**src/sv/bzs_pkg.sv**
```systemverilog
// ----------------------------------------------------------------------------
// bzs_pkg: shared types and constants for the Bezier point splat block
// Fixed-point formats, register map and reset values, point type.
// ----------------------------------------------------------------------------
package bzs_pkg;

   // fixed-point formats
   localparam int T_FRAC_BITS     = 12;
   localparam int COORD_FRAC_BITS = 6;
   localparam int COORD_W         = 16;
   localparam int T_W             = T_FRAC_BITS + 1;
   localparam int INT_W           = COORD_W - COORD_FRAC_BITS;
   localparam int PIX_W           = INT_W + 1;
   localparam int WGT_W           = COORD_FRAC_BITS + 1;
   localparam int WPROD_W         = 2 * WGT_W;
   localparam int INTENSITY_W     = 8;
   localparam int INTENSITY_MAX   = 255;
   localparam int SHADE_W         = WPROD_W + INTENSITY_W + 1;

   // lerp datapath widths
   localparam int DIFF_W = COORD_W + 1;
   localparam int PROD_W = DIFF_W + T_W + 1;

   localparam logic [T_W-1:0]         T_ONE      = T_W'(1) << T_FRAC_BITS;
   localparam logic [PROD_W-1:0]      T_HALF     = PROD_W'(1) << (T_FRAC_BITS - 1);
   localparam logic [WGT_W-1:0]       WGT_ONE    = WGT_W'(1) << COORD_FRAC_BITS;
   localparam logic [SHADE_W-1:0]     SHADE_HALF = SHADE_W'(1) << (2 * COORD_FRAC_BITS - 1);

   // register map
   localparam int REG_COUNT = 8;
   localparam int CSR_IDX_W = $clog2(REG_COUNT);

   localparam logic [CSR_IDX_W-1:0] REG_P0_X = CSR_IDX_W'(0);
   localparam logic [CSR_IDX_W-1:0] REG_P0_Y = CSR_IDX_W'(1);
   localparam logic [CSR_IDX_W-1:0] REG_P1_X = CSR_IDX_W'(2);
   localparam logic [CSR_IDX_W-1:0] REG_P1_Y = CSR_IDX_W'(3);
   localparam logic [CSR_IDX_W-1:0] REG_P2_X = CSR_IDX_W'(4);
   localparam logic [CSR_IDX_W-1:0] REG_P2_Y = CSR_IDX_W'(5);
   localparam logic [CSR_IDX_W-1:0] REG_P3_X = CSR_IDX_W'(6);
   localparam logic [CSR_IDX_W-1:0] REG_P3_Y = CSR_IDX_W'(7);

   typedef logic [COORD_W-1:0] coord_type;

   localparam coord_type REG_RESET [REG_COUNT] = '{
      16'd640, 16'd640, 16'd44160, 16'd640,
      16'd640, 16'd44160, 16'd44160, 16'd44160
   };

   typedef struct packed {
      coord_type x;
      coord_type y;
   } point_type;

endpackage

```
**src/sv/bzs_lerp_cell.sv**
```systemverilog
// ----------------------------------------------------------------------------
// bzs_lerp_cell: one de Casteljau interpolation cell
// Registers round-half-up a + (b - a) * t on one coordinate.
// ----------------------------------------------------------------------------
module bzs_lerp_cell (
   input  logic                        clock,
   input  logic                        enable,
   input  logic [bzs_pkg::T_W-1:0]     t,
   input  bzs_pkg::coord_type          a,
   input  bzs_pkg::coord_type          b,
   output bzs_pkg::coord_type          q
);

   logic signed [bzs_pkg::DIFF_W-1:0] diff;
   logic signed [bzs_pkg::PROD_W-1:0] prod;
   logic signed [bzs_pkg::PROD_W-1:0] rnd;
   logic signed [bzs_pkg::PROD_W-1:0] step;
   logic signed [bzs_pkg::PROD_W-1:0] sum;
   bzs_pkg::coord_type                q_ff;
   bzs_pkg::coord_type                q_in;

   // a*(1-t) + b*t == a*ONE + (b-a)*t, so the low part of a*ONE never rounds
   always_comb begin
      diff = $signed({1'b0, b}) - $signed({1'b0, a});
      prod = $signed(bzs_pkg::PROD_W'(diff)) *
             $signed(bzs_pkg::PROD_W'({1'b0, t}));
      rnd  = prod + $signed(bzs_pkg::T_HALF);
      step = rnd >>> bzs_pkg::T_FRAC_BITS;
      sum  = step + $signed(bzs_pkg::PROD_W'({1'b0, a}));
      q_in = sum[bzs_pkg::COORD_W-1:0];
   end

   always_ff @(posedge clock) begin
      if (enable) begin
         q_ff <= q_in;
      end
   end

   assign q = q_ff;

endmodule

```
**config.mk**
```make
export PLATFORM = sky130hd
export DESIGN_NAME = bzs_lerp_cell
export DESIGN_NICKNAME = d
export VERILOG_FILES = /design/src/sv/bzs_pkg.sv /design/src/sv/bzs_lerp_cell.sv
export SDC_FILE = /design/constraint.sdc
export NUM_CORES = 1
export LEC_CHECK = 0
export ABC_CLOCK_PERIOD_IN_PS = 9700
export BUFFER_PORTS_ARGS = -buffer_cell sky130_fd_sc_hd__buf_2
export CORE_ASPECT_RATIO = 1.25
export CORE_MARGIN = 2
export CORE_UTILIZATION = 30
export CTS_BUF_LIST = sky130_fd_sc_hd__clkbuf_2
export DETAILED_ROUTE_END_ITERATION = 12
export PLACE_DENSITY = 0.41
export SYNTH_ARGS = -nofsm -noshare
export SYNTH_HDL_FRONTEND = slang
export SYNTH_SLANG_ARGS = --single-unit
```
**constraint.sdc**
```tcl
create_clock -name clock -period 9.7 [get_ports clock]
set_input_delay 0.485 -clock clock [delete_from_list [all_inputs] [get_ports clock]]
set_output_delay 0.485 -clock clock [all_outputs]
set_load 0.03 [all_outputs]
```
==> impl_metrics.toml <==
[setup_path]
arrival_ps = 9240
path_delay_family = "adder cells"
worstPathRequired_ps = 9770
path_buf_inv = 9
cp_common_cell = "fa_1"
slowest_stage = "fa_1"
crit_path_start_kind = "input pin"
cpPeakStageDelay_ps = 520
worstPathMaxFanout = 13
endpoint_kind = "flip-flop"
crit_type = "input pin to flip-flop"

[synthesis]
synth_nets = 1432
synth_most_common_cell = "inv_1"
synthTopCellsByCount = "inv_1 (285), fa_1 (198), ha_1 (111)"
async_reset_ff_share_pct = 0
synth_seq_area_share_pct = 4.98
synthesis.area_um2 = 9650
synth_cells = 1076
ys.warnings.count = 0
synth-seq-cells = 16
synth.largest_area_cell = "fa_1"
synth_top_area_share_pct = 41.1
synth_cell_types = 52
synth.area.top_cells = "fa_1 (41%), ha_1 (14%), inv_1 (11%)"
synth_edf_count = 16
avgSynthCellArea_um2 = 8.97
synth_ff_type = "edfxtp_1"

[job]
drv_cap = 0

[detailed_routing]
ant_nets = 0
vias_per_cell = 4.42
drcViolationCount = 0
via_count = 6874
drt_iter0_drc = 193
avgRoutedWirePerCell_um = 15.3
wl_um = 23700
first_pass_iters = 4

[floorplan]
initial_core_util_pct = 30.4
fp.dieH_um = 205
rows = 73
coreArea_um2 = 31800
die_w_um = 164
io_pins = 63
die_area_um2 = 33600

[sta]
maxSlewViolCount = 0
relSlewSlack_pct = 54.7
fin_crit_sh_pct = 94.5
rsz0062_at_grt = "false"
hold_viol = 0
tns_ps = 0
setup_violations = 0
worst_pin_slew_ps = 674
fin_ws_ps = 535
post-route-min-period_ps = 9160
fmaxAchievable_mhz = 109
hold_slack_ps = 492

[place]
routabilityCongestion = 0.765
port_buffers = 62
place_worst_setup_slack_ps = 37.1
place_hpwl_um = 20700

[clock_tree]
cts-root-buf = "clkbuf_2"
clk_pin_slew_ps = 160
cts_tree = "yes"
h-tree-depth = 1
numCtsBuffers = 3
cts.sink_count = 16
post-cts-setup-buffers = 0
clock_path_buffers = 2

[global_route]
grt_use_total_pct = 14.9
grt.overflow.total = 0
grt_pass1_wl_um = 38800
antenna_found_initial = 0
first_global_vias = 7460
grt_max_degree = 18

[layout]
diodes = 0
drive_gt1_share_pct = 9.89
fillers = 3414
largest_reg_flops = 16
final_nets = 1500
area_delta_synth_final_pct = 10.2
final_core_util_pct = 33.5

[min_path]
hold_path.class = "input pin to flip-flop"

[run_status]
status = "finished clean"
-- layout make-up --
class	instances	area (um^2)	share of cell area, %
clock inverter	1	3.75	0.0353
tap	412	515	4.85
timing repair buffer	96	566	5.32
clock buffer	3	15.0	0.141
sequential	16	480	4.52
inverter	285	1070	10.1
multi-input combinational	742	7980	75.1
-- cell usage in the layout, fill, tap and decap left out, drive strengths merged, types with 9 or more instances in the layout --
cell    count
o21ai      14
inv       285
nor2b      20
nor2       22
ha        111
a21o       19
and2      103
xnor2      34
fa        198
a21oi      23
buf        96
nand2b      9
nand2     110
nand3       9
edfxtp     16
xor2       15
-- cells by family after synthesis --
group	synth area share (%)
AOI/OAI and AO/OA	6.60
xor gates and xnor gates	4.93
adders and majority gates	55.5
and+or+nand+nor	15.5
DFF	4.98
buffers and inverters	12.4
muxes	0.117
-- worst paths after layout --
| path | depth (start not counted) | slack, ps | to | from |
|---|---|---|---|---|
| worst min-delay path | 2 | 490 | q[0] | a[0] |
| worst max-delay path | 40 | 540 | q[15] | a[0] |
-- what timing repair did --
item,in CTS,in global routing
hold buffers,0,0
gates resized for setup,0,2
setup endpoints to repair,0,2
-- stage by stage --
stage / instances / area (um^2)
finish: 1555 / 10600
global route: 1555 / 10600
CTS: 1555 / 10600
detailed placement: 1551 / 10600
global placement: 1551 / 10600
floorplan: 1076 / 9650
-- routing by layer --
layer / routed length, um / track usage, % / up-vias
met1: 9210 / 17.2 / 3489
li1: - / - / 3336
met4: 101 / 0.683 / 0
met2: 14200 / 30.8 / 43
met3: 261 / 1.05 / 6
met5: 0 / 0 / -
Power is left out: the tool's default activity adds up to more than one toggle a clock period on the data nets, which glitch-free logic cannot reach.
