<file path="src/sv/bzs_pkg.sv">
// ----------------------------------------------------------------------------
// bzs_pkg: shared types and constants for the Bezier point splat block
// Fixed-point formats, register map and reset values, point type.
// ----------------------------------------------------------------------------
package bzs_pkg;

   // fixed-point formats
   localparam int T_FRAC_BITS     = 12;
   localparam int COORD_FRAC_BITS = 6;
   localparam int COORD_W         = 16;
   localparam int T_W             = T_FRAC_BITS + 1;
   localparam int INT_W           = COORD_W - COORD_FRAC_BITS;
   localparam int PIX_W           = INT_W + 1;
   localparam int WGT_W           = COORD_FRAC_BITS + 1;
   localparam int WPROD_W         = 2 * WGT_W;
   localparam int INTENSITY_W     = 8;
   localparam int INTENSITY_MAX   = 255;
   localparam int SHADE_W         = WPROD_W + INTENSITY_W + 1;

   // lerp datapath widths
   localparam int DIFF_W = COORD_W + 1;
   localparam int PROD_W = DIFF_W + T_W + 1;

   localparam logic [T_W-1:0]         T_ONE      = T_W'(1) << T_FRAC_BITS;
   localparam logic [PROD_W-1:0]      T_HALF     = PROD_W'(1) << (T_FRAC_BITS - 1);
   localparam logic [WGT_W-1:0]       WGT_ONE    = WGT_W'(1) << COORD_FRAC_BITS;
   localparam logic [SHADE_W-1:0]     SHADE_HALF = SHADE_W'(1) << (2 * COORD_FRAC_BITS - 1);

   // register map
   localparam int REG_COUNT = 8;
   localparam int CSR_IDX_W = $clog2(REG_COUNT);

   localparam logic [CSR_IDX_W-1:0] REG_P0_X = CSR_IDX_W'(0);
   localparam logic [CSR_IDX_W-1:0] REG_P0_Y = CSR_IDX_W'(1);
   localparam logic [CSR_IDX_W-1:0] REG_P1_X = CSR_IDX_W'(2);
   localparam logic [CSR_IDX_W-1:0] REG_P1_Y = CSR_IDX_W'(3);
   localparam logic [CSR_IDX_W-1:0] REG_P2_X = CSR_IDX_W'(4);
   localparam logic [CSR_IDX_W-1:0] REG_P2_Y = CSR_IDX_W'(5);
   localparam logic [CSR_IDX_W-1:0] REG_P3_X = CSR_IDX_W'(6);
   localparam logic [CSR_IDX_W-1:0] REG_P3_Y = CSR_IDX_W'(7);

   typedef logic [COORD_W-1:0] coord_type;

   localparam coord_type REG_RESET [REG_COUNT] = '{
      16'd640, 16'd640, 16'd44160, 16'd640,
      16'd640, 16'd44160, 16'd44160, 16'd44160
   };

   typedef struct packed {
      coord_type x;
      coord_type y;
   } point_type;

endpackage

</file>
<file path="src/sv/bzs_splat.sv">
// ----------------------------------------------------------------------------
// bzs_splat: bilinear splat serializer
// Holds one curve point and emits its four weighted pixels in order.
// ----------------------------------------------------------------------------
module bzs_splat (
   input  logic                                clock,
   input  logic                                reset,
   input  logic                                p_valid,
   input  bzs_pkg::point_type                  p,
   output logic                                free,
   output logic                                rsp_valid,
   input  logic                                rsp_stall,
   output logic [bzs_pkg::PIX_W-1:0]           rsp_pixel_x,
   output logic [bzs_pkg::PIX_W-1:0]           rsp_pixel_y,
   output logic [bzs_pkg::INTENSITY_W-1:0]     rsp_intensity,
   output logic                                rsp_last
);

   logic                                 busy_ff, busy_in;
   logic [1:0]                           k_ff, k_in;
   logic [bzs_pkg::INT_W-1:0]            ix_ff, iy_ff;
   logic [bzs_pkg::COORD_FRAC_BITS-1:0]  fx_ff, fy_ff;

   logic                                 rsp_valid_ff, rsp_valid_in;
   logic [bzs_pkg::PIX_W-1:0]            pixel_x_ff, pixel_y_ff;
   logic [bzs_pkg::INTENSITY_W-1:0]      intensity_ff;
   logic                                 last_ff;

   logic                                 take;
   logic                                 emit;
   logic                                 load;
   logic                                 dx, dy;
   logic [bzs_pkg::WGT_W-1:0]            wx, wy;
   logic [bzs_pkg::WPROD_W-1:0]          w;
   logic [bzs_pkg::SHADE_W-1:0]          shade_full;
   logic [bzs_pkg::SHADE_W-1:0]          shaded;
   logic [bzs_pkg::INTENSITY_W-1:0]      intensity;

   assign take = !rsp_valid_ff || !rsp_stall;
   assign emit = busy_ff && take;
   assign free = !busy_ff || (emit && (k_ff == 2'd3));
   assign load = p_valid && free;

   always_comb begin
      dx = k_ff[0];
      dy = k_ff[1];
      wx = dx ? bzs_pkg::WGT_W'(fx_ff) : bzs_pkg::WGT_ONE - bzs_pkg::WGT_W'(fx_ff);
      wy = dy ? bzs_pkg::WGT_W'(fy_ff) : bzs_pkg::WGT_ONE - bzs_pkg::WGT_W'(fy_ff);
      w  = bzs_pkg::WPROD_W'(wx) * bzs_pkg::WPROD_W'(wy);
      shade_full = bzs_pkg::SHADE_W'(w) * bzs_pkg::SHADE_W'(bzs_pkg::INTENSITY_MAX) +
                   bzs_pkg::SHADE_HALF;
      shaded = shade_full >> (2 * bzs_pkg::COORD_FRAC_BITS);
      if (shaded > bzs_pkg::SHADE_W'(bzs_pkg::INTENSITY_MAX)) begin
         intensity = bzs_pkg::INTENSITY_W'(bzs_pkg::INTENSITY_MAX);
      end else begin
         intensity = shaded[bzs_pkg::INTENSITY_W-1:0];
      end
   end

   always_comb begin
      busy_in = busy_ff;
      k_in    = k_ff;
      if (emit) begin
         k_in = k_ff + 2'd1;
      end
      if (free) begin
         busy_in = p_valid;
      end
      if (load) begin
         k_in = 2'd0;
      end
      rsp_valid_in = take ? emit : rsp_valid_ff;
   end

   always_ff @(posedge clock) begin
      if (reset) begin
         busy_ff      <= 1'b0;
         k_ff         <= 2'd0;
         rsp_valid_ff <= 1'b0;
      end else begin
         busy_ff      <= busy_in;
         k_ff         <= k_in;
         rsp_valid_ff <= rsp_valid_in;
      end
   end

   always_ff @(posedge clock) begin
      if (load) begin
         ix_ff <= p.x[bzs_pkg::COORD_W-1:bzs_pkg::COORD_FRAC_BITS];
         iy_ff <= p.y[bzs_pkg::COORD_W-1:bzs_pkg::COORD_FRAC_BITS];
         fx_ff <= p.x[bzs_pkg::COORD_FRAC_BITS-1:0];
         fy_ff <= p.y[bzs_pkg::COORD_FRAC_BITS-1:0];
      end
      if (emit) begin
         pixel_x_ff   <= bzs_pkg::PIX_W'(ix_ff) + bzs_pkg::PIX_W'(dx);
         pixel_y_ff   <= bzs_pkg::PIX_W'(iy_ff) + bzs_pkg::PIX_W'(dy);
         intensity_ff <= intensity;
         last_ff      <= (k_ff == 2'd3);
      end
   end

   assign rsp_valid     = rsp_valid_ff;
   assign rsp_pixel_x   = pixel_x_ff;
   assign rsp_pixel_y   = pixel_y_ff;
   assign rsp_intensity = intensity_ff;
   assign rsp_last      = last_ff;

endmodule

</file>
<file path="config.mk">
export PLATFORM = sky130hd
export DESIGN_NAME = bzs_splat
export DESIGN_NICKNAME = d
export VERILOG_FILES = /design/src/sv/bzs_pkg.sv /design/src/sv/bzs_splat.sv
export SDC_FILE = /design/constraint.sdc
export NUM_CORES = 1
export LEC_CHECK = 0
export BUFFER_PORTS_ARGS = -buffer_cell sky130_fd_sc_hd__buf_2
export CAP_MARGIN = 10
export CORE_ASPECT_RATIO = 1.75
export CORE_UTILIZATION = 42
export DETAILED_ROUTE_END_ITERATION = 8
export PLACE_DENSITY = 0.68
export SYNTH_ARGS = -nofsm -noshare
export SYNTH_HDL_FRONTEND = slang
export SYNTH_SLANG_ARGS = --single-unit
</file>
<file path="constraint.sdc">
create_clock -name clock -period 22.8 [get_ports clock]
set_clock_uncertainty 0.15 [all_clocks]
set_input_delay 3.42 -clock clock [delete_from_list [all_inputs] [get_ports clock]]
set_output_delay 3.42 -clock clock [all_outputs]
set_load 0.1 [all_outputs]
</file>
==> metrics.cfg <==
[synthesis]
synth_top_cell_area_share=0.268
yosysWarnings=0
yosysSeqAreaShare=0.279
synthTopCellsByArea=edfxtp_1 27%, fa_1 22%, ha_1 17%, inv_1 7.2%, xnor2_1 3.5%
synth_area_per_cell_um2=10.4
synth_cell_type_count=49
synth_top_area_cell=edfxtp_1
synthFlopType=edfxtp_1
syn_inst=681
synthArstFlopShare=0
ys_ff_latch=67
postSynthNetCount=888
synth_edf_count=63
synth_area_um2=7070

[layout]
diodes=0
nets=960
layout-drive-gt1-share=0.132
seqCellArea_um2=1970
multi_input_area_um2=4570
area_growth_pct=13.0
final_core_util=0.485
fin_area_um2=7980
mostFrequentLayoutCell=inv_1
nFillCells=1548
mostFrequentLayoutCells=135 x inv_1, 95 x ha_1, 76 x fa_1, 68 x buf_2, 63 x edfxtp_1

[grt]
overflow=0
grt.total_usage=0.170
antenna_found_initial=0
grt_pass1_wl_mm=23.1
grt_max_degree=34
first_global_vias=5146

[placed_design]
port_buffers=68
gp_congestion=0.859
dp_hpwl_mm=12.0
dpl_cell_area_um2=7670

[critical_path]
required_ns=22.72
rrSetupSlack_ns=12.71
startpoint=fy_ff[0]
rr_endpoint=rsp_intensity[6]
crit_type=register to register
crit_fanout=8
critPathMaxStageDelay_ns=0.68
critPathBufInv=5
r2r_cells=31
cp_common_cell=fa_1
crit_path_end_kind=register
critPathArrivalTime_ns=10.00
cp_num_cells=31
path_delay_family=adder cells
endpoint=rsp_intensity[6]
timing.rr.start=fy_ff[0]
crit_path_start_kind=register
slowest_stage=a2111oi_0

[floorplanning]
coreArea_um2=16400
die_h_um=174
ios=69
start_util=0.430
die_area_um2=17400
die_w_um=100
core.rowCount=62

[clock_tree]
cts_tree=yes
postCtsSetupBuffers=0
cts_resized=0
ctsHoldBuffers=0
cts-buffers-inserted=9
clockBufferDepth=2
cts.sinks=67
path_clk_slew_ns=0.06
cts-htree-levels=3
root_buffer=clkbuf_16
insertion_delay_ns=0.33

[drt]
drt-total-wl_mm=13.9
ant_nets=0
drtPass1Iterations=5
drc=0
routedWlPerCell_um=14.2
vias=4920
vias_per_cell=5.01
drtIter0Drc=113

[timing]
worst_pin_slew_ns=1.05
relSlewSlack=0.301
fmax_ghz=0.0991
hold_violations=0
period_needed_ns=10.09
period_share=0.442
setup_viol=0
finalSetupTns_ns=0
report.final.slew_viol_count=0
rsz0062_at_grt=no

[run]
cap_violations=0

[hold_path]
hold_path.class=register to register

[outcome]
status=completed

## cell families (layout without fill, tap and decap cells)
logic type / after synthesis / in the layout / share of synthesized area
AO/OA/AOI/OAI: 85 / 85 / 0.0823
XOR/XNOR: 52 / 52 / 0.0655
adder cells (fa/ha/maj): 171 / 171 / 0.383
buffers and inverters: 143 / 220 / 0.0761
flip-flops: 67 / 67 / 0.279
multiplexers: 4 / 4 / 0.00584
AND/OR/NAND/NOR: 159 / 159 / 0.108
## sequential cells by signal, indices dropped and copies added (netlist names)
signal and cells:
busy_ff 1, fy_ff 6, rsp_pixel_x 11, rsp_last 1, k_ff 2, iy_ff 10, fx_ff 6, rsp_pixel_y 11
rsp_intensity 8, ix_ff 10, rsp_valid 1
## worst reg2reg max path, delay by kind of cell, from the launching register on
family / cells / cell delay [ns]
AO/OA/AOI/OAI: 8 / 2.03
XOR/XNOR: 3 / 1.06
adder cells (fa/ha/maj): 11 / 5.04
buffers and inverters: 5 / 0.41
flip-flops: 1 / 0.47
AND/OR/NAND/NOR: 4 / 0.64
## cells in the mapped netlist (all sizes together), types with 2 or more instances
master,number
inv,135
ha,95
fa,76
edfxtp,63
nand2,43
nor2,40
xnor2,29
a21oi,27
xor2,23
nand3,22
and2,13
o21ai,11
nand4,10
a21o,9
nor3,8
a211oi,7
and3,7
clkbuf,7
o211ai,6
o21a,6
dfxtp,4
or2,4
or3,4
a31oi,3
mux2i,3
nor2b,3
o31ai,3
a221oi,2
a31o,2
nand2b,2
o21bai,2
o221ai,2
## metal layers
metal / wire, um / track usage
met5: 0 / 0
met4: 554 / 0.0839
met3: 393 / 0.0218
met2: 7990 / 0.335
met1: 4990 / 0.169
## final cells by class
class	instances	area share
Clock buffer	9	0.0282
Clock inverter	7	0.0105
Inverter	135	0.0635
Multi-Input combinational cell	471	0.572
Sequential cell	67	0.247
Tap cell	224	0.0351
Timing Repair Buffer	69	0.0436
## metrics by stage
step / instances / worst slack (ns) / hold WS (ns)
6_report: 982 / 12.71 / 0.356
5_1_grt: 982 / 12.11 / 0.420
4_1_cts: 982 / 12.63 / 0.364
3_5_place_dp: 966 / 12.68 / 0.351
3_3_place_gp: 966 / 12.84 / 0.339
2_1_floorplan: 681 / 14.12 / 0.322
## how the worst min path moves through the flow
| stage | to | slack, ns | cells past startpoint | from |
|---|---|---|---|---|
| floorplan | rsp_valid | 0.32 | 2 | busy_ff |
| global placement | rsp_valid | 0.34 | 2 | rsp_valid |
| detailed placement | rsp_valid | 0.35 | 2 | rsp_valid |
| CTS | rsp_valid | 0.36 | 2 | rsp_valid |
| global route | rsp_valid | 0.42 | 2 | rsp_valid |
| finish | rsp_valid | 0.36 | 2 | rsp_valid |
Power is left out: the tool's default activity adds up to more than one toggle a clock period on the data nets, which glitch-free logic cannot reach.
